`config.mk`:
```
export PLATFORM = sky130hd
export DESIGN_NAME = mi3_queue
export DESIGN_NICKNAME = d
export VERILOG_FILES = /design/src/rtl/matrix_inverse_3x3_core_defines.svh /design/src/rtl/mi3_pkg.sv /design/src/rtl/mi3_queue.sv
export SDC_FILE = /design/constraint.sdc
export NUM_CORES = 1
export LEC_CHECK = 0
export BUFFER_PORTS_ARGS = -buffer_cell sky130_fd_sc_hd__buf_2
export CELL_PAD_IN_SITES_DETAIL_PLACEMENT = 1
export CELL_PAD_IN_SITES_GLOBAL_PLACEMENT = 1
export CORE_ASPECT_RATIO = 1.5
export CORE_MARGIN = 3
export CORE_UTILIZATION = 48
export CTS_BUF_LIST = sky130_fd_sc_hd__clkbuf_16
export CTS_CLUSTER_DIAMETER = 200
export DETAILED_ROUTE_END_ITERATION = 8
export PLACE_DENSITY_LB_ADDON = 0.25
export SLEW_MARGIN = 10
export SYNTH_ARGS = -nofsm -noshare
export SYNTH_HDL_FRONTEND = slang
export SYNTH_SLANG_ARGS = --single-unit
```
`constraint.sdc`:
```
create_clock -name clk -period 16.59 [get_ports clk]
set_input_delay 0 -clock clk [delete_from_list [all_inputs] [get_ports clk]]
set_output_delay 0 -clock clk [all_outputs]
set_load 0.02 [all_outputs]
```
`src/rtl/matrix_inverse_3x3_core_defines.svh`:
```
// Assertion macros shared by the matrix inverse core.
// Depends on nothing; users supply clk and rst_n in scope.
`ifndef MATRIX_INVERSE_3X3_CORE_DEFINES_SVH
`define MATRIX_INVERSE_3X3_CORE_DEFINES_SVH

// Check that a condition implies a consequence, sampled on clk.
`define MI3_CHECK(lbl, ante, cons) \
  lbl: assert property (@(posedge clk) disable iff (!rst_n) (ante) |-> (cons)) \
    else $error("mi3 check failed");

// Check that a condition never holds, sampled on clk.
`define MI3_NEVER(lbl, cond) \
  lbl: assert property (@(posedge clk) disable iff (!rst_n) !(cond)) \
    else $error("mi3 forbidden condition");

`endif

```
`src/rtl/mi3_pkg.sv`:
```
// Types and constants of the 3x3 matrix inverse core.
// Used by every module of the core; depends on nothing.
`default_nettype none
package mi3_pkg;

  localparam int NUM_EL        = 9;
  localparam int ELEM_W        = 32;
  localparam int THR_W         = 31;
  localparam int FRAC_BITS_DEF = 16;
  localparam int PROD_W        = 64;
  localparam int COF_MAG_W     = 64;
  localparam int DET_MAG_W     = 96;
  localparam int Q_W           = 32;
  localparam int QDEPTH        = 2;

  typedef struct packed {
    logic signed [ELEM_W-1:0] m00;
    logic signed [ELEM_W-1:0] m01;
    logic signed [ELEM_W-1:0] m02;
    logic signed [ELEM_W-1:0] m10;
    logic signed [ELEM_W-1:0] m11;
    logic signed [ELEM_W-1:0] m12;
    logic signed [ELEM_W-1:0] m20;
    logic signed [ELEM_W-1:0] m21;
    logic signed [ELEM_W-1:0] m22;
  } in_item_t;

  typedef struct packed {
    logic signed [ELEM_W-1:0] inv00;
    logic signed [ELEM_W-1:0] inv01;
    logic signed [ELEM_W-1:0] inv02;
    logic signed [ELEM_W-1:0] inv10;
    logic signed [ELEM_W-1:0] inv11;
    logic signed [ELEM_W-1:0] inv12;
    logic signed [ELEM_W-1:0] inv20;
    logic signed [ELEM_W-1:0] inv21;
    logic signed [ELEM_W-1:0] inv22;
    logic                     singular;
  } out_item_t;

  // Element signs and magnitudes, as queued between front and back.
  typedef struct packed {
    logic [NUM_EL-1:0]             neg;
    logic [NUM_EL-1:0][ELEM_W-1:0] mag;
  } elem_word_t;

  // Cofactors and determinant handed to the divider.
  typedef struct packed {
    logic                             singular;
    logic                             detn;
    logic [DET_MAG_W-1:0]             detm;
    logic [NUM_EL-1:0]                cofn;
    logic [NUM_EL-1:0][COF_MAG_W-1:0] cofm;
  } det_word_t;

  // Element indexes {p,q,r,s}: adjugate entry = x[p]*x[q] - x[r]*x[s].
  function automatic logic [15:0] adj_sel(input logic [3:0] i);
    logic [15:0] r;
    case (i)
      4'd0:    r = {4'd4, 4'd8, 4'd5, 4'd7};
      4'd1:    r = {4'd2, 4'd7, 4'd1, 4'd8};
      4'd2:    r = {4'd1, 4'd5, 4'd2, 4'd4};
      4'd3:    r = {4'd5, 4'd6, 4'd3, 4'd8};
      4'd4:    r = {4'd0, 4'd8, 4'd2, 4'd6};
      4'd5:    r = {4'd2, 4'd3, 4'd0, 4'd5};
      4'd6:    r = {4'd3, 4'd7, 4'd4, 4'd6};
      4'd7:    r = {4'd1, 4'd6, 4'd0, 4'd7};
      4'd8:    r = {4'd0, 4'd4, 4'd1, 4'd3};
      default: r = '0;
    endcase
    return r;
  endfunction

endpackage
`default_nettype wire

```
`src/rtl/mi3_queue.sv`:
```
// Two-entry queue between front and back; the back drains one word a cycle.
// Depends on mi3_pkg.
`default_nettype none
module mi3_queue (
  input  wire logic                clk,
  input  wire logic                rst_n,
  input  wire logic                push,
  input  wire mi3_pkg::elem_word_t push_word,
  output logic                     full,
  output logic                     pop_valid,
  output mi3_pkg::elem_word_t      pop_word
);

  localparam int PW = $clog2(mi3_pkg::QDEPTH);

  mi3_pkg::elem_word_t mem [mi3_pkg::QDEPTH];
  logic [PW-1:0] wr_ptr_r, wr_ptr_nxt, rd_ptr_r, rd_ptr_nxt;
  logic [PW:0]   count_r, count_nxt;
  logic          pop_valid_r;
  logic          pop;

  assign pop       = (count_r != '0);
  assign full      = (count_r == (PW+1)'(mi3_pkg::QDEPTH));
  assign pop_valid = pop_valid_r;

  // Advance pointers and fill count
  always_comb begin
    wr_ptr_nxt = push ? wr_ptr_r + 1'b1 : wr_ptr_r;
    rd_ptr_nxt = pop ? rd_ptr_r + 1'b1 : rd_ptr_r;
    count_nxt  = count_r + (PW+1)'(push) - (PW+1)'(pop);
  end

  always_ff @(posedge clk) begin
    if (!rst_n) begin
      wr_ptr_r    <= '0;
      rd_ptr_r    <= '0;
      count_r     <= '0;
      pop_valid_r <= 1'b0;
    end else begin
      wr_ptr_r    <= wr_ptr_nxt;
      rd_ptr_r    <= rd_ptr_nxt;
      count_r     <= count_nxt;
      pop_valid_r <= pop;
    end
  end

  // Write a word into storage
  always_ff @(posedge clk) begin
    if (push) begin
      mem[wr_ptr_r] <= push_word;
    end
  end

  // Read the head word into the output register
  always_ff @(posedge clk) begin
    if (pop) begin
      pop_word <= mem[rd_ptr_r];
    end
  end

endmodule
`default_nettype wire

```
==> results.py <==
metrics = {
    "run_status": {
        "outcome": "finished clean",
    },
    "clock_network": {
        "cts_tree": "built",
        "cts_made_buffers": 81,
        "post_cts_buffers": 0,
        "clock_sinks": 896,
        "clk_pin_slew_ns": 0.07,
        "clk_latency_ns": 0.63,
        "cts_buffer_depth": 3,
        "cts_resized": 0,
        "cts_root_buffer": "clkbuf_16",
        "h-tree-depth": 3,
    },
    "logic_synthesis": {
        "synth_warnings": 0,
        "syn_nets": 1544,
        "synth_cell_types": 18,
        "synth_seq_cells": 896,
        "synthesis.area_um2": 31400,
        "yosys-top-cells-area": "edfxtp_1 85%, mux2_4 9.6%, mux2_2 3.5%, buf_6 0.79%, dfxtp_1 0.32%",
        "synth_area_per_cell_um2": 25.2,
        "synth_top_area_share_pct": 85.3,
        "syn_inst": 1243,
        "seq_area_frac_synth_pct": 85.6,
        "synth_top_area_cell": "edfxtp_1",
    },
    "critical_path": {
        "cp_cell_sequence": "nor2b_4, buf_4, buf_4",
        "r2r_start": "wr_ptr_r$_SDFFE_PN0P_",
        "path_depth": 3,
        "crit_path_top_delay_cell": "buf_4",
        "cp-start-kind": "flop",
        "startpoint": "wr_ptr_r$_SDFFE_PN0P_",
        "cpPeakStageDelay_ns": 0.95,
        "path_buf_inv": 2,
        "required_ns": 16.81,
        "crit_arrival_ns": 3.74,
        "path_delay_family": "buffers and inverters",
        "crit_fanout": 72,
        "r2r_slack_ns": 13.07,
        "path_common_cell": "buf_4",
        "path_class": "reg2reg",
        "r2r_cells": 3,
        "cp-end-kind": "flop",
    },
    "timing": {
        "fin_worst_skew_ns": 0.0330,
        "hold_slack_ns": 0.0970,
        "tns_ns": 0,
        "drv_slew": 0,
        "slew_headroom_pct": 25.5,
        "max_freq_mhz": 284,
        "rsz0062_at_grt": "no",
        "max_slew.worst_pin.slew_ns": 1.12,
        "finalCriticalPeriod_ns": 3.52,
        "period_share_pct": 21.2,
        "hold_viol_final": 0,
        "finalSetupViolCount": 0,
    },
    "hold_path": {
        "worstHoldStart": "push_word[194]",
        "hold_depth": 2,
        "worstHoldPathType": "in2reg",
    },
    "run": {
        "drv_cap": 0,
    },
    "drt": {
        "first_pass_iters": 5,
        "vias": 15720,
        "drt_iter0_markers": 964,
        "postRouteAntennaNets": 0,
        "drc": 0,
        "routed_wl_um": 80600,
        "wire_per_inst_um": 25.6,
        "via_per_inst": 4.99,
    },
    "grt": {
        "grt_pass1_vias": 17660,
        "antenna_found_initial": 14,
        "grt_start_max_net_pins": 77,
        "grt_use_total_pct": 23.2,
        "overflow": 0,
        "grt_pass1_wl_um": 117000,
    },
    "pwr": {
        "powerDensity_nw_per_um2": 119,
        "p_leak_nw": 15.3,
        "max-vdd-ir-drop_uv": 117,
        "power.total_mw": 4.86,
    },
    "die": {
        "rows": 114,
        "coreArea_um2": 64600,
        "die_w_um": 215,
        "start_util_pct": 48.6,
        "die_area_um2": 68500,
        "die_height_um": 319,
        "ios": 599,
    },
    "placed_design": {
        "dp.final_hpwl_um": 47400,
        "gp_congestion": 0.762,
        "io_buffers": 598,
    },
    "layout": {
        "final_cell_mix": "891 x edfxtp_1, 598 x buf_2, 300 x dlygate4sd3_1",
        "layout.nets": 2509,
        "drive_above_1_share_pct": 45.0,
        "area_delta_synth_final_pct": 30.1,
        "layout_commonest_cell": "edfxtp_1",
    },
}
-- synthesized netlist by cell type, drive strengths merged --
cell,number
edfxtp,891
mux2,297
buf,33
dfxtp,5
nor2b,4
and2,3
nand2,2
and3,1
ha,1
mux2i,1
nand2b,1
o21a,1
o21ai,1
or2,1
or3,1
-- kinds of logic after synthesis --
group	Yosys count	share of synthesized area (%)
flops	896	85.6
mux	298	13.1
buf+inv	33	0.989
simple gates	13	0.243
compound gates	2	0.0399
fa+ha+maj	1	0.0399
-- report_power, final --
part           internal, mW  switching (mW)  leakage, nW  total (mW)
Clock                 0.992           0.808         1.30        1.80
Combinational         0.185           0.208         5.58       0.393
Sequential             2.63          0.0409         8.40        2.67
-- stage by stage --
step	setup slack, ns	cells	instance area (µm²)	util (%)
after global placement	13.09	2695	35300	54.6
after global routing	12.82	3149	40800	63.2
after detailed placement	13.04	2695	35300	54.6
final	13.07	3151	40800	63.2
after floorplan	2.18	1243	31400	-
after CTS	13.02	3137	40800	63.1
-- state kept, by name, summed over array words and instances, names as in the netlist --
| name | count |
|---|---|
| pop_word | 297 |
| wr_ptr_r | 1 |
| rd_ptr_r | 1 |
| pop_valid | 1 |
| count_r | 2 |
| mem | 594 |
-- worst paths after layout --
check,to
worst min register to register,pop_word[259]$_DFFE_PP_
worst min-delay path,mem[1][194]$_DFFE_PP_
worst max-delay path,mem[0][108]$_DFFE_PP_
worst max register to register,mem[0][108]$_DFFE_PP_
-- per-layer routing --
layer,share of wire (%),global-route usage [%],vias up
met4,4.3,10.9,2
met1,35,25.2,8001
met3,7.2,6.54,159
li1,-,-,6936
met5,0.016,0,-
met2,53,41.7,622
-- final cells by class --
class	count	area, µm²
clock buffers	84	2100
multi-input cells	314	4220
clock inverters	58	388
repair buffers	915	6120
fillers	5508	23800
well taps	870	1090
diodes	14	35.0
flip-flops and latches	896	26900
-- what timing repair did --
action                     in CTS  in global routing
setup endpoints to repair       0                  0
hold endpoints to repair      628                  0
hold buffers                  300                  0
No activity file was read; power rests on OpenSTA's default activity.
