==> config.mk <==
export PLATFORM = sky130hd
export DESIGN_NAME = mi3_front
export DESIGN_NICKNAME = d
export VERILOG_FILES = /design/src/rtl/matrix_inverse_3x3_core_defines.svh /design/src/rtl/mi3_pkg.sv /design/src/rtl/mi3_front.sv
export SDC_FILE = /design/constraint.sdc
export NUM_CORES = 1
export LEC_CHECK = 0
export ABC_AREA = 1
export CAP_MARGIN = 5
export CELL_PAD_IN_SITES_DETAIL_PLACEMENT = 0
export CELL_PAD_IN_SITES_GLOBAL_PLACEMENT = 1
export CORE_AREA = 8 8 220 222
export DETAILED_ROUTE_END_ITERATION = 6
export DIE_AREA = 0 0 228 230
export DONT_BUFFER_PORTS = 1
export PLACE_DENSITY_LB_ADDON = 0.1
export REMOVE_ABC_BUFFERS = 1
export SETUP_SLACK_MARGIN = 0.5
export SLEW_MARGIN = 20
export SYNTH_ARGS = -nofsm -noshare
export SYNTH_HDL_FRONTEND = slang
export SYNTH_SLANG_ARGS = --single-unit
==> constraint.sdc <==
create_clock -name vclk -period 1.02
set_input_delay 0.051 -clock vclk [all_inputs]
set_output_delay 0.051 -clock vclk [all_outputs]
set_load 0.03 [all_outputs]
==> src/rtl/matrix_inverse_3x3_core_defines.svh <==
// Assertion macros shared by the matrix inverse core.
// Depends on nothing; users supply clk and rst_n in scope.
`ifndef MATRIX_INVERSE_3X3_CORE_DEFINES_SVH
`define MATRIX_INVERSE_3X3_CORE_DEFINES_SVH

// Check that a condition implies a consequence, sampled on clk.
`define MI3_CHECK(lbl, ante, cons) \
  lbl: assert property (@(posedge clk) disable iff (!rst_n) (ante) |-> (cons)) \
    else $error("mi3 check failed");

// Check that a condition never holds, sampled on clk.
`define MI3_NEVER(lbl, cond) \
  lbl: assert property (@(posedge clk) disable iff (!rst_n) !(cond)) \
    else $error("mi3 forbidden condition");

`endif

==> src/rtl/mi3_pkg.sv <==
// Types and constants of the 3x3 matrix inverse core.
// Used by every module of the core; depends on nothing.
`default_nettype none
package mi3_pkg;

  localparam int NUM_EL        = 9;
  localparam int ELEM_W        = 32;
  localparam int THR_W         = 31;
  localparam int FRAC_BITS_DEF = 16;
  localparam int PROD_W        = 64;
  localparam int COF_MAG_W     = 64;
  localparam int DET_MAG_W     = 96;
  localparam int Q_W           = 32;
  localparam int QDEPTH        = 2;

  typedef struct packed {
    logic signed [ELEM_W-1:0] m00;
    logic signed [ELEM_W-1:0] m01;
    logic signed [ELEM_W-1:0] m02;
    logic signed [ELEM_W-1:0] m10;
    logic signed [ELEM_W-1:0] m11;
    logic signed [ELEM_W-1:0] m12;
    logic signed [ELEM_W-1:0] m20;
    logic signed [ELEM_W-1:0] m21;
    logic signed [ELEM_W-1:0] m22;
  } in_item_t;

  typedef struct packed {
    logic signed [ELEM_W-1:0] inv00;
    logic signed [ELEM_W-1:0] inv01;
    logic signed [ELEM_W-1:0] inv02;
    logic signed [ELEM_W-1:0] inv10;
    logic signed [ELEM_W-1:0] inv11;
    logic signed [ELEM_W-1:0] inv12;
    logic signed [ELEM_W-1:0] inv20;
    logic signed [ELEM_W-1:0] inv21;
    logic signed [ELEM_W-1:0] inv22;
    logic                     singular;
  } out_item_t;

  // Element signs and magnitudes, as queued between front and back.
  typedef struct packed {
    logic [NUM_EL-1:0]             neg;
    logic [NUM_EL-1:0][ELEM_W-1:0] mag;
  } elem_word_t;

  // Cofactors and determinant handed to the divider.
  typedef struct packed {
    logic                             singular;
    logic                             detn;
    logic [DET_MAG_W-1:0]             detm;
    logic [NUM_EL-1:0]                cofn;
    logic [NUM_EL-1:0][COF_MAG_W-1:0] cofm;
  } det_word_t;

  // Element indexes {p,q,r,s}: adjugate entry = x[p]*x[q] - x[r]*x[s].
  function automatic logic [15:0] adj_sel(input logic [3:0] i);
    logic [15:0] r;
    case (i)
      4'd0:    r = {4'd4, 4'd8, 4'd5, 4'd7};
      4'd1:    r = {4'd2, 4'd7, 4'd1, 4'd8};
      4'd2:    r = {4'd1, 4'd5, 4'd2, 4'd4};
      4'd3:    r = {4'd5, 4'd6, 4'd3, 4'd8};
      4'd4:    r = {4'd0, 4'd8, 4'd2, 4'd6};
      4'd5:    r = {4'd2, 4'd3, 4'd0, 4'd5};
      4'd6:    r = {4'd3, 4'd7, 4'd4, 4'd6};
      4'd7:    r = {4'd1, 4'd6, 4'd0, 4'd7};
      4'd8:    r = {4'd0, 4'd4, 4'd1, 4'd3};
      default: r = '0;
    endcase
    return r;
  endfunction

endpackage
`default_nettype wire

==> src/rtl/mi3_front.sv <==
// Front end: takes a matrix word and splits each element into sign and magnitude.
// Depends on mi3_pkg.
`default_nettype none
module mi3_front (
  input  wire logic                 start,
  input  wire mi3_pkg::in_item_t    in_data,
  input  wire logic                 q_full,
  output logic                      busy,
  output logic                      push,
  output mi3_pkg::elem_word_t       push_word
);

  logic [mi3_pkg::NUM_EL-1:0][mi3_pkg::ELEM_W-1:0] el;

  // Gather the elements row-major
  assign el = {in_data.m22, in_data.m21, in_data.m20,
               in_data.m12, in_data.m11, in_data.m10,
               in_data.m02, in_data.m01, in_data.m00};

  // Hold off the source only when the queue is full
  assign busy = q_full;
  assign push = start && !q_full;

  // Split into sign and magnitude
  always_comb begin
    for (int i = 0; i < mi3_pkg::NUM_EL; i++) begin
      push_word.neg[i] = el[i][mi3_pkg::ELEM_W-1];
      push_word.mag[i] = el[i][mi3_pkg::ELEM_W-1] ? (~el[i] + 1'b1) : el[i];
    end
  end

endmodule
`default_nettype wire

==> results of run 1 <==
per-stage QoR:
step	cells	setup slack [ns]	cell area (um2)	hold slack (ns)	TNS, ns
global placement	2920	-0.4218	13880	0.1022	-40.05
global route	2991	-0.2622	20130	0.1020	-16.53
floorplan	1928	-0.3020	8538	0.1020	-13.45
detailed placement	2920	-0.4271	13880	0.1022	-42.48
CTS	2953	-0.2100	17650	0.1023	-6.299
finish	2991	-0.1677	20130	0.1020	-6.099
layout by cell type (no fill, tap or decap), types with 29 or more instances in the layout:
| cell | instances |
|---|---|
| nand2_1 | 398 |
| nand2_4 | 92 |
| nand3_1 | 108 |
| xnor2_2 | 52 |
| nor2_2 | 104 |
| nor2_4 | 206 |
| nor2_1 | 145 |
| nand2_2 | 353 |
| inv_1 | 164 |
| xnor2_1 | 29 |
| buf_12 | 132 |
| buf_4 | 172 |
| nand3_2 | 44 |
| xor2_1 | 32 |
| buf_6 | 159 |
worst max-delay path, stage by stage:
cell,delay (ns)
clkinvlp_4,0.07
ha_4,0.14
nand3_4,0.10
nand2_4,0.09
nand3_4,0.14
nor2_4,0.19
nand2_1,0.07
nand2_1,0.07
nand2_2,0.06
buf_12,0.14
final cells by class:
type / instances / area (um2) / area share
tap: 600 / 750.7 / 0.03729
multi-input combinational: 1723 / 12520 / 0.6222
timing repair buffer: 463 / 5724 / 0.2844
inverter: 205 / 1131 / 0.05619
path summary, 6_finish.rpt:
| kind | start | endpoint | slack [ns] | cells after the start |
|---|---|---|---|---|
| worst min-delay path | in_data[224] | push_word[32] | 0.10 | 0 |
| worst max-delay path | in_data[96] | push_word[186] | -0.17 | 10 |
logic make-up (layout without fill, tap and decap cells):
group / after synthesis / in the layout / synth area share
buffers and inverters: 254 / 668 / 0.1208
AO/OA/AOI/OAI: 79 / 79 / 0.04560
AND/OR/NAND/NOR: 1503 / 1503 / 0.6900
XOR/XNOR: 132 / 132 / 0.1308
adder cells (fa/ha/maj): 9 / 9 / 0.01274
what timing repair did:
item,CTS,global route
pin swaps,386,398
buffers inserted,33,38
endpoints found under the setup margin,279,279
resized for setup,1026,554
report_power, final:
| group | internal (mW) | total [mW] | switching, mW |
|---|---|---|---|
| Sequential | 0 | 0 | 0 |
| Clock | 0 | 0 | 0 |
| Combinational | 4.64 | 9.96 | 5.32 |
| Total | 4.64 | 9.96 | 5.32 |
metal layers:
metal,routed length [um],part of all wire,global-route usage,vias up
li1,-,-,-,6855
met1,19160,0.35,0.1958,6514
met2,29300,0.53,0.3642,409
met3,4828,0.088,0.06328,69
met4,1676,0.030,0.05194,0
met5,0,0,0,-
==> metrics.cfg, run 1 <==
[status]
outcome = finished with violations
violations = setup timing

[drt]
initialDrtViolationCount = 565
vias = 13847
ant_nets = 0
vias_per_cell = 4.630
drc = 0
wl_mm = 54.96
firstDrtPassIters = 5
wl_per_cell_um = 18.38

[die]
die-area_mm2 = 0.05244
die_h_um = 230
core_mm2 = 0.04489
start_util = 0.1968
io_pins = 589
die_x_um = 228
num_rows = 78

[layout]
clock_buffers = 0
seq_cells = 0
antenna_cells = 0
syn_to_final_growth_pct = 127.8
fin_nets = 2692
fillers = 4658
postLayoutCoreUtil = 0.4484
ff_latch_area_um2 = 0
drive_gt1_frac = 0.6043

[sta]
rsz0062_at_grt = yes
period_share = 1.164
relSlewSlack = 0.7164
setup-violations-final = 123
finalCriticalPeriod_ns = 1.188
finalHoldViolCount = 0
max_freq_ghz = 0.8419
layout_setup_ws_ns = -0.1677
slew_viol_final = 0
worstMarginPinSlew_ns = 0.4250

[power_and_ir_drop]
vdd_drop_max_mv = 0.5822
p_per_area_mw_per_mm2 = 494.9
leakage_nw = 8.816
power_mw = 9.963

[worst_setup_path]
required_ns = 0.97
start_kind = input pin
crit_fanout = 6
end_kind = output port
critical_path_class = in2out
arrival_ns = 1.14

[worst_hold_path]
holdCritPathClass = in2out

[place]
place.gp.congestion = 0.9078
hpwl_mm = 46.41
portBuffers = 0

[global_routing]
grtUsageTotal = 0.1906
grt_pass1_vias = 13780
grt-ovfl-total = 0
grt_max_degree = 37
grt_pass1_wl_mm = 81.11
antenna_found_initial = 0

[synth]
syn_area_mm2 = 0.008836
synth_top_area_share = 0.3577
avgSynthCellArea_um2 = 4.469
netlist_instances = 1977
yosysTopAreaCell = nand2_1
ys_seq_area_frac = 0
synth_commonest_cells = nand2_1, nor2_1, inv_1
synth.yosys.warnings = 0
synth_most_common_cell = nand2_1
yosys.cell_types.count = 24
ys_top_cells_by_area = nand2_1, nor2_1, nand3_1, xnor2_1, inv_1

[flow_run]
cap_violations = 0

[clock_network]
postCtsHoldBufs = 0

No activity file was read; power rests on OpenSTA's default activity.
==> run 2: changes to the inputs <==
--- a/config.mk
+++ b/config.mk
@@ -9,9 +9,9 @@
 export CAP_MARGIN = 5
 export CELL_PAD_IN_SITES_DETAIL_PLACEMENT = 0
 export CELL_PAD_IN_SITES_GLOBAL_PLACEMENT = 1
-export CORE_AREA = 8 8 220 222
+export CORE_AREA = 2 2 227 229
 export DETAILED_ROUTE_END_ITERATION = 6
-export DIE_AREA = 0 0 228 230
+export DIE_AREA = 0 0 229 231
 export DONT_BUFFER_PORTS = 1
 export PLACE_DENSITY_LB_ADDON = 0.1
 export REMOVE_ABC_BUFFERS = 1
==> run 2 against run 1 <==
The flow still finishes with violations (setup timing). Global-route usage is 0.85 points lower. Fmax is 3.1% higher. Die area is 0.88% higher. Final cell count is 3.2% higher. Combinational power hardly changed. Critical endpoint is now push_word[58]. Largest cell class unchanged. Largest power group unchanged.
==> metrics.cfg, run 2 (synthesized netlist as in run 1, its figures left out) <==
[status]
outcome = finished with violations
violations = setup timing

[layout]
fin_nets = 2709
postLayoutCoreUtil = 0.4100
seq_cells = 0
layout_common_cells = nand2_2, nand2_1, nor2_4
multi_input_area_mm2 = 0.01278
antenna_cells = 0
ff_latch_area_um2 = 0
final_common_cell = nand2_2
finalNonFillerCells = 3088
clock_buffers = 0
syn_to_final_growth_pct = 135.1
fillers = 5369
drive_gt1_frac = 0.6258

[power_and_ir_drop]
vdd_drop_max_mv = 0.2841
power_mw = 10.06
p_per_area_mw_per_mm2 = 484.1
leakage_nw = 8.935

[sta]
relSlewSlack = 0.7833
layout_setup_ws_ns = -0.1322
worstMarginPinSlew_ns = 0.3217
slew_viol_final = 0
finalHoldViolCount = 0
max_freq_ghz = 0.8679
period_share = 1.130
rsz0062_at_grt = yes
setup_tns_ns = -6.826
finalCriticalPeriod_ns = 1.152
setup-violations-final = 140

[global_routing]
grt_pass1_wl_mm = 77.27
grtUsageTotal = 0.1821
grt_pass1_vias = 13661
grt-ovfl-total = 0
antenna_found_initial = 0
grt_max_degree = 37

[die]
start_util = 0.1744
die_h_um = 231
io_pins = 589
die-area_mm2 = 0.05290
core_mm2 = 0.05068
die_x_um = 229
num_rows = 83

[place]
hpwl_mm = 43.62
placed_cells = 3016
place.gp.congestion = 0.8866
portBuffers = 0

[drt]
wl_mm = 52.37
ant_nets = 0
vias_per_cell = 4.449
initialDrtViolationCount = 427
drc = 0
wl_per_cell_um = 16.96
firstDrtPassIters = 4
vias = 13739

[worst_hold_path]
holdCritPathClass = in2out
whs_path_depth = 0

[worst_setup_path]
start_kind = input pin
arrival_ns = 1.10
required_ns = 0.97
end_kind = output port
crit_fanout = 5
critical_path_class = in2out

[flow_run]
cap_violations = 0

[clock_network]
postCtsHoldBufs = 0

==> run 2: cell types whose count changed in the layout (fill, tap and decap cells not counted), moves of 10 or more <==
cell     before  now
nand2_2     353  372
nor2_4      206  194
nand2_1     398  367
buf_6       159  183
nand3_1     108   97
inv_1       164  154
==> run 2: final timing paths <==
path / start / slack, ns / end
worst max-delay path: in_data[224] / -0.13 / push_word[58]
worst min-delay path: in_data[63] / 0.10 / push_word[295]
==> run 2: metal layers <==
layer  up-vias  GRT usage  share of wire  routed length (um)
li1       6887          -              -                   -
met1      6477     0.1982           0.37               19170
met2       330     0.3520           0.54               28370
met3        45    0.05385          0.076                3977
met4         0    0.02496          0.016                 858
met5         -          0              0                   0
==> run 2: stage by stage <==
step	hold slack, ns	instance area (um2)	setup WS [ns]
after floorplan	0.1020	8538	-0.3020
after CTS	0.1022	18010	-0.1820
after detailed placement	0.1022	14030	-0.4601
final	0.1020	20780	-0.1322
after global routing	0.1022	20780	-0.2068
after global placement	0.1022	14030	-0.4841
==> run 2: final cells by class <==
cell class,instances,area share
inverter,205,0.05920
multi-input combinational,1723,0.6153
tap,680,0.04095
timing repair buffer,480,0.2846
==> run 2: what timing repair did <==
| item | 4_1_cts | 5_1_grt |
|---|---|---|
| pin swaps | 387 | 432 |
| gates resized for setup | 1074 | 614 |
| buffers inserted | 31 | 41 |
| endpoints found under the setup margin | 279 | 279 |
==> run 2: report_power, final <==
part | internal [mW] | total (mW) | leakage [nW] | switching (mW)
Clock | 0 | 0 | 0 | 0
Sequential | 0 | 0 | 0 | 0
Combinational | 4.71 | 10.1 | 8.94 | 5.35
==> run 2: worst max-delay path, cell delays in order <==
cell and delay (ns):
clkinv_16 0.03, ha_4 0.15, nand3_4 0.12, nor2_4 0.14, buf_6 0.14, nand2_4 0.07, nand2_8 0.08, nand3_1 0.10
nand2_2 0.11, buf_12 0.12
